<file path="config.mk">
export PLATFORM = sky130hd
export DESIGN_NAME = button_click_event_detector_core
export DESIGN_NICKNAME = d
export VERILOG_FILES = /design/src/rtl/bced_pkg.sv /design/src/rtl/bced_cfg.sv /design/src/rtl/bced_lane.sv /design/src/rtl/button_click_event_detector_core.sv
export VERILOG_INCLUDE_DIRS = /design/src /design/src/rtl
export SDC_FILE = /design/constraint.sdc
export NUM_CORES = 2
export LEC_CHECK = 0
export BUFFER_PORTS_ARGS = -buffer_cell sky130_fd_sc_hd__buf_2
export CORE_MARGIN = 1.5
export CORE_UTILIZATION = 60
export CTS_BUF_LIST = sky130_fd_sc_hd__clkbuf_8
export DETAILED_ROUTE_END_ITERATION = 16
export PLACE_DENSITY_LB_ADDON = 0.25
export SYNTH_ARGS = -nofsm -noshare
export SYNTH_HDL_FRONTEND = slang
export SYNTH_SLANG_ARGS = --single-unit
</file>
<file path="constraint.sdc">
create_clock -name clk_i -period 8.9 [get_ports clk_i]
set_clock_uncertainty 0.2 [all_clocks]
set_input_delay 1.78 -clock clk_i [delete_from_list [all_inputs] [get_ports clk_i]]
set_output_delay 1.78 -clock clk_i [all_outputs]
set_load 0.05 [all_outputs]
</file>
<file path="src/rtl/button_click_event_detector_core_assert.svh">
// assertion macros for the button click event detector core
// used by the top level only, no other dependencies
`ifndef BUTTON_CLICK_EVENT_DETECTOR_CORE_ASSERT_SVH
`define BUTTON_CLICK_EVENT_DETECTOR_CORE_ASSERT_SVH

`ifndef ASSERT_OFF
// checked outside reset only
`define BCED_ASSERT(lbl, prop, msg) \
  lbl: assert property (@(posedge clk_i) disable iff (!rst_ni) prop) else $error(msg);
// checked during reset too
`define BCED_ASSERT_ALWAYS(lbl, prop, msg) \
  lbl: assert property (@(posedge clk_i) prop) else $error(msg);
`else
`define BCED_ASSERT(lbl, prop, msg)
`define BCED_ASSERT_ALWAYS(lbl, prop, msg)
`endif

`endif

</file>
<file path="src/rtl/bced_pkg.sv">
// shared types and constants of the button click event detector
// no dependencies
package bced_pkg;

  localparam int unsigned LANES_MAX = 8;
  localparam int unsigned OPT_W     = 4;

  // option bit positions inside one lane's nibble
  localparam int unsigned OPT_CLICK  = 0;
  localparam int unsigned OPT_DOUBLE = 1;
  localparam int unsigned OPT_LONG   = 2;
  localparam int unsigned OPT_HOLD   = 3;

  typedef enum logic [3:0] {
    REG_DEBOUNCE      = 4'd0,
    REG_SHORT_CLICK   = 4'd1,
    REG_LONG_CLICK    = 4'd2,
    REG_LONG_RELEASE  = 4'd3,
    REG_DOUBLE_CLICK  = 4'd4,
    REG_POLARITY      = 4'd5,
    REG_OPTIONS       = 4'd6,
    REG_ACTIVE_COUNT  = 4'd7
  } reg_idx_e;

  // timing thresholds shared by all lanes
  typedef struct packed {
    logic [15:0] debounce_ms;
    logic [15:0] short_click_ms;
    logic [15:0] long_click_ms;
    logic [15:0] long_release_ms;
    logic [15:0] double_click_ms;
  } timing_cfg_t;

  // events of one lane for one poll
  typedef struct packed {
    logic click;
    logic dbl;
    logic lng;
    logic hold;
  } lane_evt_t;

endpackage

</file>
<file path="src/rtl/bced_cfg.sv">
// configuration register file of the button click event detector
// depends on bced_pkg
module bced_cfg import bced_pkg::*; (
  input  logic                        clk_i,
  input  logic                        rst_ni,
  input  logic                        cfg_valid_i,
  output logic                        cfg_ready_o,
  input  logic [3:0]                  cfg_index_i,
  input  logic [31:0]                 cfg_data_i,
  output timing_cfg_t                 timing_o,
  output logic [LANES_MAX-1:0]        polarity_o,
  output logic [OPT_W*LANES_MAX-1:0]  options_o,
  output logic [3:0]                  active_count_o
);

  timing_cfg_t                timing_q;
  logic [LANES_MAX-1:0]       polarity_q;
  logic [OPT_W*LANES_MAX-1:0] options_q;
  logic [3:0]                 active_count_q;

  assign cfg_ready_o = 1'b1;

  always_ff @(posedge clk_i or negedge rst_ni) begin
    if (!rst_ni) begin
      timing_q.debounce_ms     <= 16'd20;
      timing_q.short_click_ms  <= 16'd300;
      timing_q.long_click_ms   <= 16'd1000;
      timing_q.long_release_ms <= 16'd1000;
      timing_q.double_click_ms <= 16'd300;
      polarity_q               <= '0;
      options_q                <= '0;
      active_count_q           <= 4'd8;
    end else if (cfg_valid_i) begin
      case (reg_idx_e'(cfg_index_i))
        REG_DEBOUNCE:     timing_q.debounce_ms     <= cfg_data_i[15:0];
        REG_SHORT_CLICK:  timing_q.short_click_ms  <= cfg_data_i[15:0];
        REG_LONG_CLICK:   timing_q.long_click_ms   <= cfg_data_i[15:0];
        REG_LONG_RELEASE: timing_q.long_release_ms <= cfg_data_i[15:0];
        REG_DOUBLE_CLICK: timing_q.double_click_ms <= cfg_data_i[15:0];
        REG_POLARITY:     polarity_q               <= cfg_data_i[LANES_MAX-1:0];
        REG_OPTIONS:      options_q                <= cfg_data_i[OPT_W*LANES_MAX-1:0];
        REG_ACTIVE_COUNT: active_count_q           <= cfg_data_i[3:0];
        default: ;
      endcase
    end
  end

  assign timing_o       = timing_q;
  assign polarity_o     = polarity_q;
  assign options_o      = options_q;
  assign active_count_o = active_count_q;

endmodule

</file>
<file path="src/rtl/bced_lane.sv">
// one button lane: debounce, press timing, click counting and hold flag
// depends on bced_pkg
module bced_lane import bced_pkg::*; (
  input  logic             clk_i,
  input  logic             rst_ni,
  input  logic             take_i,
  input  logic             prime_i,
  input  logic             en_i,
  input  logic [31:0]      now_i,
  input  logic             pin_i,
  input  logic             pol_i,
  input  logic [OPT_W-1:0] opt_i,
  input  timing_cfg_t      timing_i,
  output lane_evt_t        evt_o
);

  logic        stable_q, stable_d;
  logic [31:0] change_q, change_d;
  logic [31:0] press_q, press_d;
  logic        listen_q, listen_d;
  logic [1:0]  count_q, count_d;
  logic [31:0] start_q, start_d;
  logic        armed_q, armed_d;
  logic        holding_q, holding_d;

  logic [31:0] since_change, press_age, since_listen;
  logic [16:0] wait_ms;
  logic [15:0] hold_thr;
  logic        stable_n;

  assign since_change = now_i - change_q;
  assign press_age    = now_i - press_q;
  assign stable_n     = (since_change >= {16'b0, timing_i.debounce_ms}) ? pin_i : stable_q;
  assign wait_ms      = {1'b0, timing_i.short_click_ms}
                      + (opt_i[OPT_DOUBLE] ? {1'b0, timing_i.double_click_ms} : 17'd0);
  assign hold_thr     = opt_i[OPT_LONG] ? timing_i.long_release_ms : timing_i.short_click_ms;
  // a window opened by this poll starts now
  assign since_listen = listen_q ? (now_i - start_q) : 32'd0;

  always_comb begin
    stable_d  = stable_q;
    change_d  = change_q;
    press_d   = press_q;
    listen_d  = listen_q;
    count_d   = count_q;
    start_d   = start_q;
    armed_d   = armed_q;
    holding_d = holding_q;
    evt_o     = '0;
    if (prime_i) begin
      stable_d = pin_i;
    end else if (en_i) begin
      stable_d = stable_n;
      if (stable_n != stable_q) begin
        change_d = now_i;
        if (stable_n == pol_i) begin
          press_d = now_i;
        end else begin
          holding_d = 1'b0;
          armed_d   = 1'b1;
          if (press_age <= {16'b0, timing_i.short_click_ms}) begin
            if (!listen_q) begin
              listen_d = 1'b1;
              start_d  = now_i;
            end
            if (count_q != 2'd3) count_d = count_q + 2'd1;
          end else if (press_age < {16'b0, timing_i.long_release_ms} && opt_i[OPT_HOLD]) begin
            evt_o.lng = opt_i[OPT_LONG];
          end
        end
      end else begin
        // level steady: long click or hold while pressed
        if (!opt_i[OPT_HOLD]) begin
          if (stable_q == pol_i && press_age > {16'b0, timing_i.long_click_ms} && armed_q) begin
            evt_o.lng = opt_i[OPT_LONG];
            armed_d   = 1'b0;
          end
        end else if (stable_q == pol_i && press_age > {16'b0, hold_thr}) begin
          holding_d = 1'b1;
        end
      end
      // close the listening window
      if (listen_d) begin
        if (since_listen > {15'b0, wait_ms} || !opt_i[OPT_DOUBLE] || count_d > 2'd1) begin
          listen_d = 1'b0;
          if (count_d == 2'd1) begin
            evt_o.click = opt_i[OPT_CLICK];
          end else if (count_d > 2'd1) begin
            evt_o.dbl = opt_i[OPT_DOUBLE];
          end
          count_d = 2'd0;
        end
      end
      evt_o.hold = holding_d;
    end
  end

  always_ff @(posedge clk_i or negedge rst_ni) begin
    if (!rst_ni) begin
      stable_q  <= 1'b0;
      change_q  <= '0;
      press_q   <= '0;
      listen_q  <= 1'b0;
      count_q   <= '0;
      start_q   <= '0;
      armed_q   <= 1'b1;
      holding_q <= 1'b0;
    end else if (take_i) begin
      stable_q  <= stable_d;
      change_q  <= change_d;
      press_q   <= press_d;
      listen_q  <= listen_d;
      count_q   <= count_d;
      start_q   <= start_d;
      armed_q   <= armed_d;
      holding_q <= holding_d;
    end
  end

endmodule

</file>
<file path="src/rtl/button_click_event_detector_core.sv">
// top level of the button click event detector: poll register, lanes, result register
// depends on bced_pkg, bced_cfg, bced_lane and the assertion macro header
//
//  channel  direction  handshake                 payload
//  in       input      in_valid_i / in_ready_o   now_ms_i, pin_levels_i
//  out      output     out_valid_o / out_ready_i click, double click, long click, hold masks
//  cfg      input      cfg_valid_i / cfg_ready_o cfg_index_i, cfg_data_i
//
// one poll per cycle while results are taken: an input transfer fills the poll register,
// which feeds the lane logic, which updates lane state and fills the result register
// rst_ni clears all lane state and loads the register defaults, the first poll
// after reset only adopts the pin levels and reports all zero
// a stalled result holds in the result register, one more poll waits in the poll
// register, then in_ready_o drops; config writes are taken every cycle
`include "button_click_event_detector_core_assert.svh"

module button_click_event_detector_core import bced_pkg::*; #(
  parameter int unsigned NUM_BUTTONS = 8
) (
  input  logic                 clk_i,
  input  logic                 rst_ni,
  input  logic                 in_valid_i,
  output logic                 in_ready_o,
  input  logic [31:0]          now_ms_i,
  input  logic [LANES_MAX-1:0] pin_levels_i,
  output logic                 out_valid_o,
  input  logic                 out_ready_i,
  output logic [LANES_MAX-1:0] click_mask_o,
  output logic [LANES_MAX-1:0] double_click_mask_o,
  output logic [LANES_MAX-1:0] long_click_mask_o,
  output logic [LANES_MAX-1:0] hold_mask_o,
  input  logic                 cfg_valid_i,
  output logic                 cfg_ready_o,
  input  logic [3:0]           cfg_index_i,
  input  logic [31:0]          cfg_data_i
);

  // configuration
  timing_cfg_t                timing;
  logic [LANES_MAX-1:0]       polarity;
  logic [OPT_W*LANES_MAX-1:0] options;
  logic [3:0]                 active_count;

  bced_cfg u_cfg (
    .clk_i          (clk_i),
    .rst_ni         (rst_ni),
    .cfg_valid_i    (cfg_valid_i),
    .cfg_ready_o    (cfg_ready_o),
    .cfg_index_i    (cfg_index_i),
    .cfg_data_i     (cfg_data_i),
    .timing_o       (timing),
    .polarity_o     (polarity),
    .options_o      (options),
    .active_count_o (active_count)
  );

  // poll register
  logic                 poll_valid_q;
  logic [31:0]          poll_now_q;
  logic [LANES_MAX-1:0] poll_pins_q;
  logic                 primed_q;
  logic                 advance;

  // result register
  logic                 res_valid_q;
  logic [LANES_MAX-1:0] click_q, dbl_q, lng_q, hold_q;

  // poll moves into the result register when that one is free or being drained
  assign advance    = poll_valid_q && (!res_valid_q || out_ready_i);
  assign in_ready_o = !poll_valid_q || advance;

  always_ff @(posedge clk_i or negedge rst_ni) begin
    if (!rst_ni) begin
      poll_valid_q <= 1'b0;
    end else if (in_ready_o) begin
      poll_valid_q <= in_valid_i;
    end
  end

  always_ff @(posedge clk_i) begin
    if (in_valid_i && in_ready_o) begin
      poll_now_q  <= now_ms_i;
      poll_pins_q <= pin_levels_i;
    end
  end

  always_ff @(posedge clk_i or negedge rst_ni) begin
    if (!rst_ni) begin
      primed_q <= 1'b0;
    end else if (advance) begin
      primed_q <= 1'b1;
    end
  end

  // lanes, unbuilt lanes report nothing
  lane_evt_t            evt [LANES_MAX];
  logic [LANES_MAX-1:0] lane_active;

  for (genvar i = 0; i < LANES_MAX; i++) begin : g_lane
    if (i < NUM_BUTTONS) begin : g_used
      localparam logic [3:0] LaneIdx = 4'(i);
      // counts above the lane total simply enable every lane
      assign lane_active[i] = active_count > LaneIdx;

      bced_lane u_lane (
        .clk_i    (clk_i),
        .rst_ni   (rst_ni),
        .take_i   (advance),
        .prime_i  (!primed_q),
        .en_i     (lane_active[i]),
        .now_i    (poll_now_q),
        .pin_i    (poll_pins_q[i]),
        .pol_i    (polarity[i]),
        .opt_i    (options[OPT_W*i +: OPT_W]),
        .timing_i (timing),
        .evt_o    (evt[i])
      );
    end else begin : g_unused
      assign lane_active[i] = 1'b0;
      assign evt[i]         = '0;
    end
  end

  always_ff @(posedge clk_i or negedge rst_ni) begin
    if (!rst_ni) begin
      res_valid_q <= 1'b0;
    end else if (advance) begin
      res_valid_q <= 1'b1;
    end else if (out_ready_i) begin
      res_valid_q <= 1'b0;
    end
  end

  always_ff @(posedge clk_i) begin
    if (advance) begin
      for (int i = 0; i < LANES_MAX; i++) begin
        click_q[i] <= evt[i].click;
        dbl_q[i]   <= evt[i].dbl;
        lng_q[i]   <= evt[i].lng;
        hold_q[i]  <= evt[i].hold;
      end
    end
  end

  assign out_valid_o         = res_valid_q;
  assign click_mask_o        = click_q;
  assign double_click_mask_o = dbl_q;
  assign long_click_mask_o   = lng_q;
  assign hold_mask_o         = hold_q;

  // checks
  `BCED_ASSERT_ALWAYS(a_ready_when_empty, !res_valid_q |-> in_ready_o, "poll stalled with empty result register")
  `BCED_ASSERT(a_first_poll_quiet, advance && !primed_q |=> ((click_q | dbl_q | lng_q | hold_q) == '0), "first poll after reset reported events")
  `BCED_ASSERT(a_inactive_quiet, out_valid_o |-> (((click_q | dbl_q | lng_q | hold_q) & ~lane_active) == '0), "inactive lane reported an event")
  `BCED_ASSERT(a_click_excl, out_valid_o |-> ((click_q & dbl_q) == '0), "click and double click on one lane")

endmodule
</file>
* Word level (Yosys, flattened, before mapping)
Index checks and enable logic that the tools add are counted.
Operators by class: $lt $le $gt $ge 64, multiplexer cells 282, eq/ne operators 71, bitwise gates (word level) 49, add/subtract/negate cells 40, reduce and logical (&&, ||, !) cells 152
Operators with widths (count):
- $sub A32 B32 Y32 | 24
- $gt A32 B16 Y1 | 16
- $ge A32 B16 Y1 | 8
- $gt A32 B17 Y1 | 8
- $le A32 B16 Y1 | 8
- $lt A32 B16 Y1 | 8
- $mux W16 | 16
- $mux W32 | 8
- $mux W1 | 194
- $add A16 B17 Y17 | 8
- $mux W2 | 64
- $reduce_and A5 Y1 | 16
- $reduce_and A7 Y1 | 8
- $not A1 Y1 | 49
- $reduce_and A2 Y1 | 24
- $reduce_and A6 Y1 | 8
- $reduce_or A6 Y1 | 8
- $logic_and A1 B1 Y1 | 34
- $ne A2 B1 Y1 const B | 16
- $ne A2 B2 Y1 const B | 16
- $reduce_and A4 Y1 | 8
- $reduce_and A3 Y1 | 8
- $logic_or A1 B1 Y1 | 18
- $reduce_bool A2 Y1 | 9
- 13 further kinds | 74
Word-level totals: word-level logic and storage cells 767, bits in registers 1015, output and inout bits 35

* Logic depth before layout (Yosys ltp)
depth in word-level cells 12, mapped depth 30, gate-level depth less buffers 29

* By module
Synthesis repeated with hierarchy kept, for this count alone.
Second synthesis, totals: cells, all modules 13350, area total of the unflattened synthesis 114237.1 µm²
By module, submodules not included:
- bced_lane (g_lane[1].g_used.u_lane ...) | sequential area each 2553.7 µm², times used 4, area each 13272.7 µm², cells an instance 1597
- bced_lane (g_lane[0].g_used.u_lane ...) | sequential area each 2553.7 µm², times used 2, area each 13571.8 µm², cells an instance 1653
- bced_lane (g_lane[7].g_used.u_lane) | sequential area each 2553.7 µm², times used 1, area each 13563.0 µm², cells an instance 1621
- bced_lane (g_lane[4].g_used.u_lane) | sequential area each 2553.7 µm², times used 1, area each 13327.8 µm², cells an instance 1669
- bced_cfg | sequential area each 3131.8 µm², times used 1, area each 4760.8 µm², cells an instance 274
- button_click_event_detector_core | sequential area each 2237.1 µm², times used 1, area each 2351.0 µm², cells an instance 92

* Least setup slack after synthesis
OpenSTA, ideal clock, no wires.
path kind reg-to-reg, start point register poll_now_q[1], end point register g_lane[0].g_used.u_lane.start_q[22], stages on the path, launching flop included 24, clock period less this slack 7.053 ns, setup slack 1.847 ns, data arrival time 6.728 ns, library setup time 0.125 ns, required time 8.575 ns, path through edfxtp_1 > inv_1 > clkbuf_1 > fa_1 > nand2b_1 > a21oi_1 > o211a_1 > or2_2 > a311oi_1 > xnor2_1 > ha_1 > o21ai_0 > o221a_2 > o211a_1 > o2111ai_1 > a211oi_1 > o2111ai_1 > nor4_1 > and3_1 > or4b_1 > clkbuf_1 > nor3_1 > clkbuf_1 > mux2_2
Between the ends: cells in the longest elaborated chain, start to end 6, elaborated cells on any way between the ends 9, classes of those cells add/sub (2); order compare (2); eq/ne (2); mux (1); bitwise (1); reduce/logical (1)
RTL lines:
- start: declaration | RTL line button_click_event_detector_core.sv:59 | logic [31:0] poll_now_q;
- start signal: assignment | RTL line button_click_event_detector_core.sv:82 | poll_now_q <= now_ms_i;
- $sub A32 B32 Y32 | RTL line bced_lane.sv:31 | assign since_change = now_i - change_q;
- $ge A32 B16 Y1 | RTL line bced_lane.sv:33 | assign stable_n = (since_change >= {16'b0, timing_i.debounce_ms}) ? pin_i : stable_q;
- $mux W1 | RTL line bced_lane.sv:33
- $eq A1 B1 Y1 | RTL line bced_lane.sv:56 | if (stable_n == pol_i) begin
- $not A1 Y1 (no line)
- $reduce_and A7 Y1 (no line) *
- end signal: assignment | RTL line bced_lane.sv:114 | start_q <= start_d;
- end: declaration | RTL line bced_lane.sv:22 | logic [31:0] start_q, start_d;
Every way passes the cells marked *; elsewhere a longest branch is shown, timed or not. A chain may end at the register's enable or synchronous reset.

* Worst setup path after layout
start point register poll_now_q[4], end point register g_lane[3].g_used.u_lane.count_q[0]
Between the ends: cells in the longest elaborated chain, start to end 12, elaborated cells on any way between the ends 25, classes of those cells add/sub (3); order compare (4); eq/ne (2); mux (14); reduce/logical (2)
RTL lines:
- $sub A32 B32 Y32 | RTL line bced_lane.sv:31
- $ge A32 B16 Y1 | RTL line bced_lane.sv:33
- $mux W1 | RTL line bced_lane.sv:33
- $eq A1 B1 Y1 | RTL line bced_lane.sv:56
- $mux W2 | RTL line bced_lane.sv:56
- $mux W2 | RTL line bced_lane.sv:54 | if (stable_n != stable_q) begin
- $mux W2 | RTL line bced_lane.sv:52 | end else if (en_i) begin
- $mux W2 | RTL line bced_lane.sv:50 | if (prime_i) begin
- $gt A2 B1 Y1 | RTL line bced_lane.sv:84 | if (since_listen > {15'b0, wait_ms} || !opt_i[OPT_DOUBLE] || count_d > 2'd1) begin
- $logic_or A1 B1 Y1 | RTL line bced_lane.sv:84
- $mux W2 | RTL line bced_lane.sv:84
- $mux W2 * | RTL line bced_lane.sv:83 | if (listen_d) begin
- end signal: assignment | RTL line bced_lane.sv:113 | count_q <= count_d;
- end: declaration | RTL line bced_lane.sv:21 | logic [1:0] count_q, count_d;
Every way passes the cells marked *; elsewhere a longest branch is shown, timed or not. The select of a mux whose other input is x is not followed.

==> insert_results.sql <==
INSERT INTO impl_metrics (metric_group, metric, value, unit) VALUES
('outcome', 'outcome', 'finished, final reports clean', ''),
('detailed_routing', 'via_count', '106000', ''),
('clock_tree', 'postCtsSetupBuffers', '0', ''),
('power_and_ir_drop', 'power.static_leakage', '54.8', 'nW'),
('yosys', 'synth_nets', '14800', ''),
('layout', 'mostFrequentLayoutCells', 'sky130_fd_sc_hd__ha_1 (1640), sky130_fd_sc_hd__inv_1 (1152), sky130_fd_sc_hd__a21oi_1 (1028)', ''),
('timing', 'timing_worst_slew_pin_value', '1.32', 'ns'),
('critical_path', 'cp.required', '9.60', 'ns'),
('layout', 'layout.cells.non_filler', '15800', ''),
('floorplanning', 'core_area', '183000', 'sq um'),
('critical_path', 'critPathTopFamily', 'compound AO/OA/AOI/OAI gates', ''),
('timing', 'final_min_period_over_clock_period', '0.855', ''),
('critical_path', 'worstRegToRegCells', '19', ''),
('yosys', 'ys.flop_type', 'sky130_fd_sc_hd__dfrtp_1', ''),
('job', 'count_of_maximum_capacitance_violations', '0', ''),
('grt', 'grt_start_max_net_pins', '146', ''),
('timing', 'max_freq', '0.131', 'GHz'),
('yosys', 'synth_edf_count', '72', ''),
('detailed_routing', 'detailed_route_wire_length_per_cell', '26.6', 'um'),
('timing', 'slew_viol_final', '0', ''),
('placement', 'preCtsSetupSlack', '1.54', 'ns'),
('timing', 'layout_setup_ws', '1.29', 'ns'),
('placement', 'dp.cells', '15400', ''),
('min_path', 'min_path_cells', '2', ''),
('timing', 'hold_slack', '0.263', 'ns'),
('floorplanning', 'die_area', '187000', 'sq um'),
('yosys', 'async_flop_share', '0.929', ''),
('critical_path', 'reg2reg_launch_point', 'poll_now_q[4]', ''),
('critical_path', 'regToRegEndpoint', 'g_lane[3].g_used.u_lane.count_q[0]', ''),
('timing', 'finalWorstPathRequiredPeriod', '7.61', 'ns'),
('layout', 'finish.net_count', '14900', ''),
('clock_tree', 'tritoncts.num_buffers', '185', ''),
('clock_tree', 'cts_hold_repair.buffers', '0', ''),
('power_and_ir_drop', 'pd_cells', '347', 'nW/um^2'),
('grt', 'number_of_antenna_violations_at_the_first_check_in_global_routing', '44', ''),
('critical_path', 'cp_slowest_stage_delay', '1.08', 'ns'),
('yosys', 'synth.ff_latch_count', '1015', ''),
('clock_tree', 'cts_root_buffer', 'sky130_fd_sc_hd__clkbuf_8', ''),
('timing', 'finalSetupViolations', '0', ''),
('clock_tree', 'cts.path.max_buffers', '3', ''),
('detailed_routing', 'firstDrtPassIters', '7', ''),
('grt', 'grt_usage', '0.437', ''),
('clock_tree', 'worst_skew_pair.late_latency', '1.02', 'ns'),
('placement', 'detailed_place.area', '115000', 'sq um'),
('grt', 'grt_pass1_vias', '101000', ''),
('grt', 'grt_pass1_wl', '619', 'mm'),
('timing', 'final.setup.tns', '0', 'ns'),
('critical_path', 'path_buf_inv', '2', ''),
('critical_path', 'critical_path.cell_chain', 'buf_4 -> buf_4 -> ha_1 -> nand2_1 -> a211oi_1 -> o41ai_1 -> a21oi_1 -> nor2_1 -> o21bai_1 -> xor2_1 -> ha_1 -> a21o_1 -> a21oi_1 -> nand2_1 -> o21ai_0 -> nand2_1 -> a31oi_1 -> a41oi_1 -> o31ai_1', ''),
('min_path', 'hold_path_startpoint', 'g_lane[5].g_used.u_lane.armed_q', ''),
('clock_tree', 'cts.clk_slew.worst_paths', '0.07', 'ns'),
('detailed_routing', 'drt-initial-drc-count', '10300', ''),
('yosys', 'yosys_warnings', '0', ''),
('clock_tree', 'tritoncts', 'yes', ''),
('power_and_ir_drop', 'worst_ir_drop_vdd', '0.236', 'mV'),
('critical_path', 'critPathLaunchType', 'register', ''),
('detailed_routing', 'post_drt_via_cell_ratio', '6.69', ''),
('min_path', 'hold_class', 'register to register', ''),
('yosys', 'synth_cells', '13000', ''),
('timing', 'finalHoldViolCount', '0', ''),
('placement', 'dp.final_hpwl', '311', 'mm'),
('yosys', 'yosysSeqAreaShare', '0.233', ''),
('floorplanning', 'dieWidth', '432', 'um'),
('clock_tree', 'cts.sink_count', '1015', ''),
('clock_tree', 'clock_tree.htree_level_count', '4', ''),
('critical_path', 'criticalPathCategory', 'register to register', ''),
('yosys', 'netlist_area', '111000', 'sq um'),
('timing', 'max-slew-margin-rel', '0.120', ''),
('critical_path', 'worst-r2r-setup-slack', '1.29', 'ns'),
('yosys', 'postSynthAreaPerCell', '8.50', 'sq um'),
('layout', 'layout-drive-gt1-share', '0.120', '');
state kept, by name, summed over array words and instances (netlist names), 16 cells and up:
register and flops:
poll_now_q 32, g_lane.g_used.u_lane.change_q 256, u_cfg.timing_o 80, g_lane.g_used.u_lane.count_q 16
g_lane.g_used.u_lane.press_q 256, u_cfg.options_o 32, g_lane.g_used.u_lane.start_q 256
synthesized netlist by cell type, types with 146 or more instances:
master | number | area share
sky130_fd_sc_hd__a211oi_1 | 146 | 0.0099
sky130_fd_sc_hd__a21o_1 | 410 | 0.028
sky130_fd_sc_hd__a21oi_1 | 1031 | 0.047
sky130_fd_sc_hd__and2_1 | 213 | 0.012
sky130_fd_sc_hd__clkbuf_1 | 422 | 0.014
sky130_fd_sc_hd__dfrtp_1 | 912 | 0.21
sky130_fd_sc_hd__ha_1 | 1640 | 0.19
sky130_fd_sc_hd__inv_1 | 1110 | 0.038
sky130_fd_sc_hd__mux2_2 | 743 | 0.076
sky130_fd_sc_hd__mux2i_1 | 201 | 0.018
sky130_fd_sc_hd__nand2_1 | 836 | 0.028
sky130_fd_sc_hd__nand2b_1 | 254 | 0.014
sky130_fd_sc_hd__nand3_1 | 284 | 0.013
sky130_fd_sc_hd__nand4_1 | 253 | 0.014
sky130_fd_sc_hd__nor2_1 | 728 | 0.025
sky130_fd_sc_hd__nor2b_1 | 181 | 0.010
sky130_fd_sc_hd__nor3_1 | 204 | 0.0092
sky130_fd_sc_hd__o211ai_1 | 173 | 0.012
sky130_fd_sc_hd__o21a_1 | 261 | 0.018
sky130_fd_sc_hd__o21ai_0 | 811 | 0.037
sky130_fd_sc_hd__xnor2_1 | 328 | 0.026
sky130_fd_sc_hd__xor2_1 | 201 | 0.016
logic make-up after synthesis:
kind of cell             share of synthesized area
AO/OA/AOI/OAI                                0.218
XOR/XNOR                                    0.0419
adder cells (fa/ha/maj)                      0.191
buffers and inverters                       0.0535
flip-flops                                   0.233
multiplexers                                0.0978
other                                    0.0000339
AND/OR/NAND/NOR                              0.164
tightest hold or removal path, delay by kind of cell, from the launching register on:
kind	cells	cell delay (ns)
compound gates	1	0.05
buf+inv	1	0.04
flops	1	0.37
metrics by stage:
stage / total power [mW] / utilization
2_1_floorplan: 27.5 / -
3_3_place_gp: 34.5 / 0.628
3_5_place_dp: 35.3 / 0.628
4_1_cts: 40.5 / 0.650
5_1_grt: 44.5 / 0.650
6_report: 41.3 / 0.650
how the worst max path moves through the flow:
stage / start / to / slack (ns) / depth (start not counted)
after floorplan: poll_now_q[1] / g_lane[0].g_used.u_lane.start_q[22] / 1.85 / 23
after global placement: poll_now_q[1] / g_lane[3].g_used.u_lane.count_q[0] / 1.55 / 20
after detailed placement: u_cfg.timing_o[49] / g_lane[1].g_used.u_lane.count_q[0] / 1.54 / 28
after CTS: u_cfg.timing_o[49] / g_lane[1].g_used.u_lane.count_q[0] / 1.50 / 28
after global routing: u_cfg.timing_o[49] / g_lane[1].g_used.u_lane.count_q[0] / 0.85 / 28
final: poll_now_q[4] / g_lane[3].g_used.u_lane.count_q[0] / 1.29 / 19
power breakdown:
part           switching, mW  internal [mW]  total (mW)
Combinational           17.5           11.7        29.2
Sequential              1.07           6.08        7.15
Clock                   2.32           2.67        4.99
Total                   20.9           20.5        41.4
area by class of cell:
type | count | area, sq um
fill | 15500 | 64100
inverter | 1112 | 4170
sequential | 1015 | 25800
multi-input combinational | 10400 | 79100
clock inverter | 120 | 941
tap | 2464 | 3080
antenna | 32 | 80.1
clock buffer | 223 | 3070
timing repair buffer | 358 | 2790
routing by layer:
| metal | wire length (um) | track usage | vias up |
|---|---|---|---|
| li1 | - | - | 48100 |
| met1 | 164000 | 0.543 | 50600 |
| met2 | 173000 | 0.647 | 5371 |
| met3 | 43600 | 0.109 | 1473 |
| met4 | 38800 | 0.345 | 22 |
| met5 | 167 | 0 | - |
No activity file was read; power rests on OpenSTA's default activity.
